File: src/rtl/sfp_pkg.sv
`timescale 1ns / 1ps
// ----------------------------------------------------------------------------
// sfp_pkg
// Shared types, codes and the CRC16-CCITT byte update for the sync frame
// parser.
// ----------------------------------------------------------------------------
package sfp_pkg;

    typedef logic [2:0] t_event;
    typedef logic [1:0] t_cfg_index;

    // event codes on the result channel
    localparam t_event EV_NONE     = 3'd0;
    localparam t_event EV_PAYLOAD  = 3'd1;
    localparam t_event EV_GOOD     = 3'd2;
    localparam t_event EV_BAD_CRC  = 3'd3;
    localparam t_event EV_OVERSIZE = 3'd4;

    // configuration register indexes
    localparam t_cfg_index CFG_SYNC_FIRST  = 2'd0;
    localparam t_cfg_index CFG_SYNC_SECOND = 2'd1;
    localparam t_cfg_index CFG_CAPACITY    = 2'd2;

    localparam logic [7:0]  SYNC_RST     = 8'h00;
    localparam logic [15:0] CAPACITY_RST = 16'd256;

    // header layout: version, type, node id, length low, length high
    localparam int          HDR_BYTES  = 5;
    localparam logic [2:0]  HDR_COUNT  = 3'(HDR_BYTES);
    localparam logic [2:0]  HDR_LAST   = 3'(HDR_BYTES - 1);
    localparam int          HDR_VER    = 0;
    localparam int          HDR_TYPE   = 1;
    localparam int          HDR_NODE   = 2;
    localparam int          HDR_LEN_LO = 3;
    localparam int          HDR_LEN_HI = 4;

    localparam logic [15:0] CRC_INIT = 16'hFFFF;
    localparam logic [15:0] CRC_POLY = 16'h1021;

    // CRC16-CCITT, MSB first, one byte
    function automatic logic [15:0] crc16_byte(input logic [15:0] crc_in,
                                               input logic [7:0]  data);
        logic [15:0] c;
        c = crc_in ^ {data, 8'h00};
        for (int i = 0; i < 8; i++) begin
            c = c[15] ? ({c[14:0], 1'b0} ^ CRC_POLY) : {c[14:0], 1'b0};
        end
        return c;
    endfunction

endpackage

File: src/rtl/sync_frame_parser_crc16.sv
`timescale 1ns / 1ps
// ----------------------------------------------------------------------------
// sync_frame_parser_crc16
// Streaming parser for sync-framed packets checked by CRC16-CCITT.
// ----------------------------------------------------------------------------
// Usage:
//   Input channel (i_in_valid / o_in_ready) carries one received byte per
//   word. Output channel (o_out_valid / i_out_ready) carries exactly one
//   result word per input word: none, payload byte with its index, frame
//   good, CRC mismatch, or oversize dropped, with the header and CRC fields.
//   Config channel (i_cfg_valid / o_cfg_ready) writes sync_first (0),
//   sync_second (1) and payload_capacity (2); other indexes are ignored.
//   The config channel is always ready; write it only while the parser idles.
//   A word accepted into the input register is parsed combinationally and
//   loads the result register, which drives o_out_valid.
//   Throughput: one byte per cycle while the receiver takes results; the
//   CRC byte update is a fixed XOR network between the input register and
//   the result register.
//   Reset: parser returns to hunting the first sync byte, CRC to 0xFFFF,
//   registers to sync bytes 0 and capacity 256; both channels empty.
//   Receiver stall: the result register holds, the input register takes
//   one more word, then o_in_ready drops until the result is taken.
// ----------------------------------------------------------------------------
module sync_frame_parser_crc16 (
    input  logic                    i_clk,
    input  logic                    i_rst_n,
    // byte input
    input  logic                    i_in_valid,
    output logic                    o_in_ready,
    input  logic [7:0]              i_rx_byte,
    // result output
    output logic                    o_out_valid,
    input  logic                    i_out_ready,
    output logic [2:0]              o_event_res,
    output logic [7:0]              o_payload_byte,
    output logic [15:0]             o_payload_index,
    output logic [7:0]              o_hdr_version,
    output logic [7:0]              o_hdr_msg_type,
    output logic [7:0]              o_hdr_node_id,
    output logic [15:0]             o_hdr_length,
    output logic [15:0]             o_crc_received,
    output logic [15:0]             o_crc_computed,
    // configuration writes
    input  logic                    i_cfg_valid,
    output logic                    o_cfg_ready,
    input  logic [1:0]              i_cfg_index,
    input  logic [15:0]             i_cfg_data
);

    localparam logic [2:0] PH_HUNT0   = 3'd0;
    localparam logic [2:0] PH_HUNT1   = 3'd1;
    localparam logic [2:0] PH_HEADER  = 3'd2;
    localparam logic [2:0] PH_PAYLOAD = 3'd3;
    localparam logic [2:0] PH_CRC0    = 3'd4;
    localparam logic [2:0] PH_CRC1    = 3'd5;

    localparam int HDR_BYTES_L = sfp_pkg::HDR_BYTES;

    // configuration
    logic [7:0]  r_sync_first;
    logic [7:0]  r_sync_second;
    logic [15:0] r_capacity;

    // input register
    logic        r_in_valid;
    logic [7:0]  r_in_byte;

    // parser state
    logic [2:0]  r_phase,   n_phase;
    logic [2:0]  r_hdr_cnt, n_hdr_cnt;
    logic [15:0] r_len,     n_len;
    logic [15:0] r_pay_cnt, n_pay_cnt;
    logic [15:0] r_crc,     n_crc;
    logic [7:0]  r_crc_lo,  n_crc_lo;
    logic [7:0]  r_hdr [HDR_BYTES_L];

    // result register
    logic                 r_out_valid;
    sfp_pkg::t_event      r_event,     n_event;
    logic [7:0]           r_pay_byte,  n_pay_byte;
    logic [15:0]          r_pay_index, n_pay_index;
    logic [7:0]           r_hdr_ver,   n_hdr_ver;
    logic [7:0]           r_hdr_type,  n_hdr_type;
    logic [7:0]           r_hdr_node,  n_hdr_node;
    logic [15:0]          r_hdr_len,   n_hdr_len;
    logic [15:0]          r_crc_rx,    n_crc_rx;
    logic [15:0]          r_crc_gen,   n_crc_gen;

    logic        w_adv;
    logic        w_fire;
    logic        w_hdr_wr;
    logic [15:0] w_crc_upd;
    logic [15:0] w_hdr_length;
    logic [15:0] w_pay_next;
    logic [15:0] w_rx_crc;

    assign w_adv      = !r_out_valid || i_out_ready;
    assign w_fire     = r_in_valid && w_adv;
    assign o_in_ready = !r_in_valid || w_adv;
    assign o_cfg_ready = 1'b1;

    assign w_crc_upd    = sfp_pkg::crc16_byte(r_crc, r_in_byte);
    assign w_hdr_wr     = (r_phase == PH_HEADER) && (r_hdr_cnt < sfp_pkg::HDR_COUNT);
    // the last header byte arrives this cycle, so take it straight from input
    assign w_hdr_length = (r_hdr_cnt == sfp_pkg::HDR_LAST)
                        ? {r_in_byte, r_hdr[sfp_pkg::HDR_LEN_LO]}
                        : {r_hdr[sfp_pkg::HDR_LEN_HI], r_hdr[sfp_pkg::HDR_LEN_LO]};
    assign w_pay_next   = r_pay_cnt + 16'd1;
    assign w_rx_crc     = {r_in_byte, r_crc_lo};

    always_comb begin
        n_phase     = r_phase;
        n_hdr_cnt   = r_hdr_cnt;
        n_len       = r_len;
        n_pay_cnt   = r_pay_cnt;
        n_crc       = r_crc;
        n_crc_lo    = r_crc_lo;
        n_event     = sfp_pkg::EV_NONE;
        n_pay_byte  = 8'h00;
        n_pay_index = 16'h0000;
        n_hdr_ver   = 8'h00;
        n_hdr_type  = 8'h00;
        n_hdr_node  = 8'h00;
        n_hdr_len   = 16'h0000;
        n_crc_rx    = 16'h0000;
        n_crc_gen   = 16'h0000;

        case (r_phase)
            PH_HUNT1: begin
                if (r_in_byte == r_sync_second) begin
                    n_phase   = PH_HEADER;
                    n_hdr_cnt = 3'd0;
                    n_crc     = sfp_pkg::CRC_INIT;
                end else if (r_in_byte != r_sync_first) begin
                    n_phase = PH_HUNT0;
                end
            end
            PH_HEADER: begin
                if (w_hdr_wr) begin
                    n_hdr_cnt = r_hdr_cnt + 3'd1;
                    n_crc     = w_crc_upd;
                end
                if (r_hdr_cnt >= sfp_pkg::HDR_LAST) begin
                    n_len = w_hdr_length;
                    if (w_hdr_length > r_capacity) begin
                        // drop the frame and go back to hunting
                        n_event   = sfp_pkg::EV_OVERSIZE;
                        n_hdr_len = w_hdr_length;
                        n_phase   = PH_HUNT0;
                        n_hdr_cnt = 3'd0;
                        n_len     = 16'h0000;
                        n_pay_cnt = 16'h0000;
                        n_crc     = sfp_pkg::CRC_INIT;
                        n_crc_lo  = 8'h00;
                    end else begin
                        n_pay_cnt = 16'h0000;
                        n_phase   = (w_hdr_length != 16'h0000) ? PH_PAYLOAD : PH_CRC0;
                    end
                end
            end
            PH_PAYLOAD: begin
                n_event     = sfp_pkg::EV_PAYLOAD;
                n_pay_byte  = r_in_byte;
                n_pay_index = r_pay_cnt;
                n_crc       = w_crc_upd;
                n_pay_cnt   = w_pay_next;
                if (w_pay_next >= r_len) begin
                    n_phase = PH_CRC0;
                end
            end
            PH_CRC0: begin
                n_crc_lo = r_in_byte;
                n_phase  = PH_CRC1;
            end
            PH_CRC1: begin
                n_event    = (w_rx_crc == r_crc) ? sfp_pkg::EV_GOOD : sfp_pkg::EV_BAD_CRC;
                n_hdr_ver  = r_hdr[sfp_pkg::HDR_VER];
                n_hdr_type = r_hdr[sfp_pkg::HDR_TYPE];
                n_hdr_node = r_hdr[sfp_pkg::HDR_NODE];
                n_hdr_len  = r_len;
                n_crc_rx   = w_rx_crc;
                n_crc_gen  = r_crc;
                n_phase    = PH_HUNT0;
                n_hdr_cnt  = 3'd0;
                n_len      = 16'h0000;
                n_pay_cnt  = 16'h0000;
                n_crc      = sfp_pkg::CRC_INIT;
                n_crc_lo   = 8'h00;
            end
            default: begin
                // hunting first sync byte; unused codes land here too
                n_phase = (r_in_byte == r_sync_first) ? PH_HUNT1 : PH_HUNT0;
            end
        endcase
    end

    // configuration registers
    always_ff @(posedge i_clk) begin
        if (!i_rst_n) begin
            r_sync_first  <= sfp_pkg::SYNC_RST;
            r_sync_second <= sfp_pkg::SYNC_RST;
            r_capacity    <= sfp_pkg::CAPACITY_RST;
        end else if (i_cfg_valid && o_cfg_ready) begin
            case (i_cfg_index)
                sfp_pkg::CFG_SYNC_FIRST:  r_sync_first  <= i_cfg_data[7:0];
                sfp_pkg::CFG_SYNC_SECOND: r_sync_second <= i_cfg_data[7:0];
                sfp_pkg::CFG_CAPACITY:    r_capacity    <= i_cfg_data;
                default: ;
            endcase
        end
    end

    // input register and handshake state
    always_ff @(posedge i_clk) begin
        if (!i_rst_n) begin
            r_in_valid  <= 1'b0;
            r_out_valid <= 1'b0;
        end else begin
            if (i_in_valid && o_in_ready) begin
                r_in_valid <= 1'b1;
            end else if (w_fire) begin
                r_in_valid <= 1'b0;
            end
            if (w_fire) begin
                r_out_valid <= 1'b1;
            end else if (i_out_ready) begin
                r_out_valid <= 1'b0;
            end
        end
    end

    always_ff @(posedge i_clk) begin
        if (i_in_valid && o_in_ready) begin
            r_in_byte <= i_rx_byte;
        end
    end

    // parser state
    always_ff @(posedge i_clk) begin
        if (!i_rst_n) begin
            r_phase   <= PH_HUNT0;
            r_hdr_cnt <= 3'd0;
            r_len     <= 16'h0000;
            r_pay_cnt <= 16'h0000;
            r_crc     <= sfp_pkg::CRC_INIT;
            r_crc_lo  <= 8'h00;
        end else if (w_fire) begin
            r_phase   <= n_phase;
            r_hdr_cnt <= n_hdr_cnt;
            r_len     <= n_len;
            r_pay_cnt <= n_pay_cnt;
            r_crc     <= n_crc;
            r_crc_lo  <= n_crc_lo;
        end
    end

    // header store, no reset: every frame fills it before it is read
    always_ff @(posedge i_clk) begin
        if (w_fire && w_hdr_wr) begin
            r_hdr[r_hdr_cnt] <= r_in_byte;
        end
    end

    // result register
    always_ff @(posedge i_clk) begin
        if (w_fire) begin
            r_event     <= n_event;
            r_pay_byte  <= n_pay_byte;
            r_pay_index <= n_pay_index;
            r_hdr_ver   <= n_hdr_ver;
            r_hdr_type  <= n_hdr_type;
            r_hdr_node  <= n_hdr_node;
            r_hdr_len   <= n_hdr_len;
            r_crc_rx    <= n_crc_rx;
            r_crc_gen   <= n_crc_gen;
        end
    end

    assign o_out_valid     = r_out_valid;
    assign o_event_res     = r_event;
    assign o_payload_byte  = r_pay_byte;
    assign o_payload_index = r_pay_index;
    assign o_hdr_version   = r_hdr_ver;
    assign o_hdr_msg_type  = r_hdr_type;
    assign o_hdr_node_id   = r_hdr_node;
    assign o_hdr_length    = r_hdr_len;
    assign o_crc_received  = r_crc_rx;
    assign o_crc_computed  = r_crc_gen;

`ifndef ASSERT_OFF
    a_event_range: assert property (@(posedge i_clk) disable iff (!i_rst_n)
        o_out_valid |-> (o_event_res <= sfp_pkg::EV_OVERSIZE))
        else $error("result event code out of range");

    a_crc_verdict: assert property (@(posedge i_clk) disable iff (!i_rst_n)
        (o_out_valid && (o_event_res == sfp_pkg::EV_GOOD
                         || o_event_res == sfp_pkg::EV_BAD_CRC))
        |-> ((o_crc_received == o_crc_computed) == (o_event_res == sfp_pkg::EV_GOOD)))
        else $error("frame verdict disagrees with CRC fields");

    a_payload_clean: assert property (@(posedge i_clk) disable iff (!i_rst_n)
        (o_out_valid && o_event_res != sfp_pkg::EV_PAYLOAD)
        |-> (o_payload_byte == 8'h00 && o_payload_index == 16'h0000))
        else $error("payload fields set on a non-payload event");

    a_in_captured: assert property (@(posedge i_clk) disable iff (!i_rst_n)
        (i_in_valid && o_in_ready) |=> r_in_valid)
        else $error("accepted byte lost from input register");
`endif

endmodule
File: config.mk
export PLATFORM = sky130hd
export DESIGN_NAME = sync_frame_parser_crc16
export DESIGN_NICKNAME = d
export VERILOG_FILES = /design/src/rtl/sfp_pkg.sv /design/src/rtl/sync_frame_parser_crc16.sv
export SDC_FILE = /design/constraint.sdc
export NUM_CORES = 1
export LEC_CHECK = 0
export BUFFER_PORTS_ARGS = -buffer_cell sky130_fd_sc_hd__buf_2
export CORE_ASPECT_RATIO = 2
export CORE_MARGIN = 2
export CORE_UTILIZATION = 50
export DETAILED_ROUTE_END_ITERATION = 12
export PLACE_DENSITY = 0.69
export SLEW_MARGIN = 20
export SYNTH_ARGS = -nofsm -noshare
export SYNTH_HDL_FRONTEND = slang
export SYNTH_SLANG_ARGS = --single-unit
File: constraint.sdc
create_clock -name i_clk -period 4.1 [get_ports i_clk]
set_clock_uncertainty 0.15 [all_clocks]
set_input_delay 0.82 -clock i_clk [delete_from_list [all_inputs] [get_ports i_clk]]
set_output_delay 0.82 -clock i_clk [all_outputs]
set_load 0.005 [all_outputs]
==> flow_metrics.py, run 1 <==
metrics = {
    "route": {
        "drt_pass1_iterations": 5,
        "via_per_inst": 5.820,
        "drc_errors": 0,
        "wire_per_inst_um": 19.66,
        "final_antenna_net_count": 0,
        "dr.first_iter.drc_count": 557,
        "routed_wl_mm": 28.29,
        "route.vias.total": 8375,
    },
    "cts": {
        "clkLatencyLatePin_ns": 0.53,
        "hold_buffers": 0,
        "clock_sinks": 243,
        "cts.clk_slew.worst_paths_ns": 0.07,
        "cts_htree_levels": 1,
        "cts-buffers-inserted": 22,
        "cts_tree": "done",
        "cts_root_buffer": "clkbuf_16",
        "clockBufferDepth": 3,
        "cts_setup_buffers": 0,
        "cts-resized-gates": 0,
    },
    "min_path": {
        "worstHoldPathType": "reg -> reg",
    },
    "grt": {
        "antenna_found_initial": 0,
        "grt_overflow": 0,
        "grtUsageTotal_pct": 23.21,
        "grt_pass1_vias": 8199,
        "grt_pass1_wl_mm": 44.75,
        "grt_max_degree": 59,
    },
    "placement": {
        "placed_cell_area_mm2": 0.01226,
        "dpl_worst_slack_ns": 0.3813,
        "hpwlAfterDp_mm": 19.76,
        "port_buffers": 131,
        "gp_congestion": 0.9229,
    },
    "sta": {
        "period_share_pct": 91.03,
        "tns_ns": 0,
        "fmax_mhz": 267.9,
        "layout_setup_ws_ns": 0.3677,
        "hold_slack_ns": 0.3050,
        "slew_headroom_pct": 35.18,
        "setup_viol": 0,
        "rsz0062_at_grt": "false",
        "hold_viol_final": 0,
        "final.min_clock_period_ns": 3.732,
        "worst_slew_pin_slew_ns": 0.9678,
        "slew_violations": 0,
    },
    "worst_setup_path": {
        "critPathKind": "reg -> reg",
        "startpoint_type": "flop",
        "arrival_ns": 4.02,
        "critPathMaxFanout": 22,
        "cp_common_cell": "ha_1",
        "max_stage_delay_ns": 0.54,
        "cp_slowest_cell": "or4_4",
        "crit_required_ns": 4.39,
        "crit_path_end_kind": "flop",
        "cp_cell_sequence": "inv_1 > ha_1 > nand2_2 > mux2_2 > ha_1 > nand4_1 > nor4_1 > nand2_1 > o41a_1 > buf_4 > or4_4 > a22oi_1",
    },
    "synth": {
        "synthFlopType": "edfxtp_1",
        "synthCells": 1025,
        "ys_ff_latch": 243,
        "synth_warnings": 0,
        "yosys.cell_types.count": 69,
        "synthesis.area_mm2": 0.01133,
        "syn-num-nets": 1092,
        "synth-edff-count": 147,
        "ys_seq_area_share_pct": 55.92,
        "async_reset_ff_share_pct": 0,
        "avgSynthCellArea_um2": 11.05,
    },
    "layout": {
        "area_growth_pct": 14.33,
        "final_cell_area_mm2": 0.01295,
        "drive_gt1_share_pct": 19.33,
        "fin_nets": 1210,
        "num-fill-cells": 1940,
        "antenna_cells": 0,
    },
    "floorplan": {
        "core-area_mm2": 0.02245,
        "die_y_um": 216.9,
        "start_util_pct": 50.47,
        "dieArea_mm2": 0.02395,
        "io_pins": 133,
        "rows": 78,
        "die_width_um": 110.4,
    },
    "power": {
        "leakage_uw": 0.005115,
        "powerDensity_mw_per_mm2": 384.5,
        "total_power_uw": 4981,
        "peakVddDrop_mv": 0.3453,
    },
    "job": {
        "drv_cap": 0,
    },
    "status": {
        "outcome": "finished, final reports clean",
    },
}
==> Yosys cell counts (14+ instances only) <==
library cell    n  share of area (%)
edfxtp_1      147                 39
dfxtp_1        96                 17
nand2_1        92                3.0
a21oi_1        68                3.0
and3_1         60                3.3
nor2_1         53                1.8
inv_1          39                1.3
clkbuf_1       36                1.2
ha_1           36                4.0
o21ai_0        30                1.3
xor2_1         30                2.3
and2_1         29                1.6
nand3_1        27                1.2
xnor2_1        23                1.8
nor3_1         21               0.93
mux2i_1        17                1.5
a22o_1         16                1.2
buf_2          15               0.66
a211oi_1       14               0.93
==> flip-flops by register name, indices dropped and copies added, names as in the netlist <==
name and flops:
r_hdr 40, o_crc_computed 16, o_crc_received 16, o_hdr_length 16, o_payload_index 16, r_capacity 16
r_crc 16, r_len 16, r_pay_cnt 16, o_hdr_msg_type 8, o_hdr_node_id 8, o_hdr_version 8
o_payload_byte 8, r_crc_lo 8, r_in_byte 8, r_sync_first 8, r_sync_second 8, o_event_res 3
r_hdr_cnt 3, r_phase 3, o_out_valid 1, r_in_valid 1
==> cells in the final DEF (no fill, tap or decap), drive strengths merged, types with 2 or more instances in the layout <==
cell	instances
a2111oi	2
a211o	2
a211oi	16
a21boi	2
a21o	5
a21oi	68
a22o	16
a22oi	6
a2bb2oi	8
a31oi	2
and2	29
and3	60
and4	2
buf	159
clkbuf	30
clkinv	9
dfxtp	96
edfxtp	147
ha	36
inv	41
mux2	8
mux2i	17
nand2	93
nand2b	11
nand3	27
nand3b	12
nand4	14
nand4b	10
nor2	56
nor2b	4
nor3	21
nor3b	2
nor4	15
o211ai	6
o21ai	36
o31ai	8
or3	5
xnor2	25
xnor3	6
xor2	31
==> critical path, delay by kind of cell (launching register included) <==
| family | cells | cell delay, ns |
|---|---|---|
| and+or+nand+nor | 5 | 1.41 |
| adders and majority gates | 2 | 0.53 |
| DFF | 1 | 0.46 |
| muxes | 1 | 0.40 |
| AOI/OAI and AO/OA | 2 | 0.35 |
| buffers and inverters | 2 | 0.33 |
==> routing by layer <==
layer / wire, um / part of all wire, % / vias to the layer above / GRT usage (%)
met3: 1436 / 5.1 / 46 / 3.119
met4: 746 / 2.6 / 0 / 7.708
met1: 11140 / 39 / 4113 / 28.18
met2: 14970 / 53 / 265 / 42.33
met5: 0 / 0 / - / 0
li1: - / - / 3951 / -
==> metrics by stage <==
step | utilization, % | std cells
after floorplan | - | 1025
after global routing | 57.71 | 1439
final | 57.71 | 1439
after CTS | 57.71 | 1439
after global placement | 54.63 | 1399
after detailed placement | 54.63 | 1399
==> worst paths after layout <==
kind,startpoint,slack (ns),endpoint,cells past startpoint
worst max-delay path,r_hdr_cnt[0],0.37,r_phase[0],12
worst min-delay path,r_capacity[13],0.30,r_capacity[13],2
worst max register to register,r_hdr_cnt[0],0.37,r_phase[0],12
worst min register to register,r_capacity[13],0.30,r_capacity[13],2
==> layout make-up <==
cell class | instances | area, um^2 | share of cell area [%]
inverters | 41 | 156.4 | 1.207
well taps | 280 | 350.3 | 2.705
repair buffers | 159 | 865.8 | 6.684
flip-flops and latches | 243 | 6336 | 48.91
clock inverters | 10 | 90.09 | 0.6954
multi-input cells | 676 | 4554 | 35.16
clock buffers | 30 | 600.6 | 4.636
==> report_power, final <==
part,switching (uW),total (uW),internal (uW)
Combinational,197,310,112
Sequential,32.8,2670,2640
Clock,897,2000,1100
Total,1130,4980,3850
==> cells by family (layout without fill, tap and decap cells) <==
logic type	Yosys count	in the layout	synth area share, %
buf+inv	106	240	3.943
fa+ha+maj	36	36	3.976
mux	25	25	2.297
xor+xnor	62	62	5.721
compound gates	185	185	10.55
other cells	1	1	0.03310
simple gates	367	367	17.56
flops	243	243	55.92
Power figures use the tool's default switching activity.
==> run 2: changes to the inputs <==
--- a/config.mk
+++ b/config.mk
@@ -10,7 +10,7 @@
 export CORE_MARGIN = 2
 export CORE_UTILIZATION = 50
 export DETAILED_ROUTE_END_ITERATION = 12
-export PLACE_DENSITY = 0.69
+export PLACE_DENSITY = 0.72
 export SLEW_MARGIN = 20
 export SYNTH_ARGS = -nofsm -noshare
 export SYNTH_HDL_FRONTEND = slang
==> constraint.sdc (replaced) <==
create_clock -name i_clk -period 3.3 [get_ports i_clk]
set_clock_uncertainty 0.15 [all_clocks]
set_input_delay 0.66 -clock i_clk [delete_from_list [all_inputs] [get_ports i_clk]]
set_output_delay 0.66 -clock i_clk [all_outputs]
set_load 0.005 [all_outputs]
==> run 2 against run 1 <==
Against the previous run: non-clock buffer count is 48 higher; wire length is 1.6% higher; critical endpoint is now r_phase[1]; first-iteration DRC count is 7.0% lower; utilization is 3.3 points higher; via count is 1.5% higher.
==> flow_metrics.py, run 2 (same netlist as run 1, synthesis figures left out) <==
metrics = {
    "status": {
        "outcome": "finished, final reports clean",
    },
    "floorplan": {
        "die_width_um": 110.4,
        "start_util_pct": 50.47,
        "core-area_mm2": 0.02245,
        "rows": 78,
        "die_y_um": 216.9,
        "dieArea_mm2": 0.02395,
        "io_pins": 133,
    },
    "layout": {
        "layout_commonest_cell": "edfxtp_1",
        "area_growth_pct": 20.85,
        "fin_util_pct": 61.00,
        "fin_nets": 1259,
        "final_cell_mix": "147 x edfxtp_1, 131 x buf_2, 90 x nand2_1",
        "final_cell_area_mm2": 0.01369,
        "regMostFlops": "r_hdr",
        "largest_reg_flops": 40,
        "antenna_cells": 0,
        "drive_gt1_share_pct": 26.08,
        "stdcell_count": 1488,
    },
    "power": {
        "p_switching_uw": 1406,
        "clkPwrFrac_pct": 42.6,
        "sequentialPowerShare_pct": 51.2,
        "peakVddDrop_mv": 0.4659,
        "comb_power_share_pct": 6.2,
        "p_sw_share_pct": 21.67,
        "leakage_uw": 0.005488,
        "powerDensity_mw_per_mm2": 473.8,
        "power.internal_uw": 5082,
    },
    "worst_setup_path": {
        "startpoint_type": "flop",
        "arrival_ns": 3.55,
        "crit_path_end_kind": "flop",
        "critPathKind": "reg -> reg",
        "crit_required_ns": 3.59,
        "critPathMaxFanout": 4,
    },
    "placement": {
        "dp_cells": 1442,
        "port_buffers": 131,
        "gp_congestion": 0.9052,
        "hpwlAfterDp_mm": 19.98,
        "placed_cell_area_mm2": 0.01261,
    },
    "sta": {
        "hold_slack_ns": 0.1579,
        "worst_slew_pin_slew_ns": 0.9546,
        "tns_ns": 0,
        "hold_viol_final": 0,
        "rsz0062_at_grt": "true",
        "final.min_clock_period_ns": 3.260,
        "setup_viol": 0,
        "period_share_pct": 98.77,
        "slew_violations": 0,
        "fmax_mhz": 306.8,
        "slew_headroom_pct": 36.06,
    },
    "route": {
        "routed_wl_mm": 28.76,
        "final_antenna_net_count": 0,
        "via_per_inst": 5.714,
        "drc_errors": 0,
        "wire_per_inst_um": 19.33,
        "dr.first_iter.drc_count": 518,
        "drt_pass1_iterations": 5,
        "route.vias.total": 8503,
    },
    "cts": {
        "cts_root_buffer": "clkbuf_16",
        "clockBufferDepth": 3,
        "clkLatencyLatePin_ns": 0.53,
        "clock_sinks": 243,
        "cts_tree": "done",
        "cts_htree_levels": 1,
        "cts-buffers-inserted": 22,
        "cts.clk_slew.worst_paths_ns": 0.07,
    },
    "min_path": {
        "worstHoldPathType": "in -> reg",
    },
    "grt": {
        "grt_max_degree": 59,
        "grtUsageTotal_pct": 23.44,
        "grt_overflow": 0,
        "grt_pass1_vias": 8543,
        "antenna_found_initial": 0,
        "grt_pass1_wl_mm": 45.20,
    },
    "job": {
        "drv_cap": 0,
    },
}
-- run 2: cell count changes in the layout (fill, tap and decap cells not counted), sizes merged --
cell | before | now
clkinv | 9 | 6
nand2 | 93 | 94
inv | 41 | 42
bufinv | 1 | 3
buf | 159 | 207
-- run 2: metrics by stage --
stage | power (uW) | worst slack, ns
after global placement | 3769 | -0.06816
final | 6488 | 0.04043
after CTS | 6536 | 0.005198
after floorplan | 3613 | 0.02919
after detailed placement | 3778 | -0.1858
after global routing | 6673 | -0.09262
-- run 2: layer usage --
| layer | track usage (%) | part of all wire [%] |
|---|---|---|
| met1 | 27.22 | 38 |
| met3 | 3.676 | 5.7 |
| met2 | 42.58 | 53 |
| met4 | 10.17 | 3.9 |
| met5 | 0 | 0 |
-- run 2: final cells by class --
type                            count  area, um^2
Sequential cell                   243        6345
Fill cell                        1873        8755
Tap cell                          280       350.3
Clock inverter                     10       128.9
Clock buffer                       30       664.4
Timing Repair Buffer              207        1254
Inverter                           41       156.4
Multi-Input combinational cell    677        4793
-- run 2: final timing paths --
check,start,endpoint,slack (ns),cells after the start
max,r_pay_cnt[0],r_phase[1],0.04,13
min,i_rx_byte[4],r_in_byte[4],0.16,1
max reg2reg,r_pay_cnt[0],r_phase[1],0.04,13
min reg2reg,r_capacity[9],r_capacity[9],0.31,2
-- run 2: critical path, cell delays in order (launching register included) --
cell	delay (ns)
dfxtp_2	0.35
buf_6	0.11
nand3_4	0.08
nor4_4	0.33
and4_1	0.27
buf_4	0.14
xor2_1	0.16
ha_1	0.26
a211o_1	0.28
a211oi_2	0.30
o211ai_1	0.16
a21oi_2	0.26
a211oi_1	0.09
a211oi_2	0.22
-- run 2: power by group through the flow --
stage                     clock network [uW]  logic (uW)  registers, uW
after global placement                     0         383           3390
after CTS                               2820         396           3320
after global routing                    2910         439           3320
after detailed placement                   0         391           3390
after floorplan                            0         231           3380
final                                   2760         404           3320
-- run 2: timing repair --
item	4_1_cts	5_1_grt
cloned	0	1
pin swaps	5	16
endpoints found under the setup margin	56	59
hold buffers	0	0
setup buffers	4	2
gates resized for setup	19	36
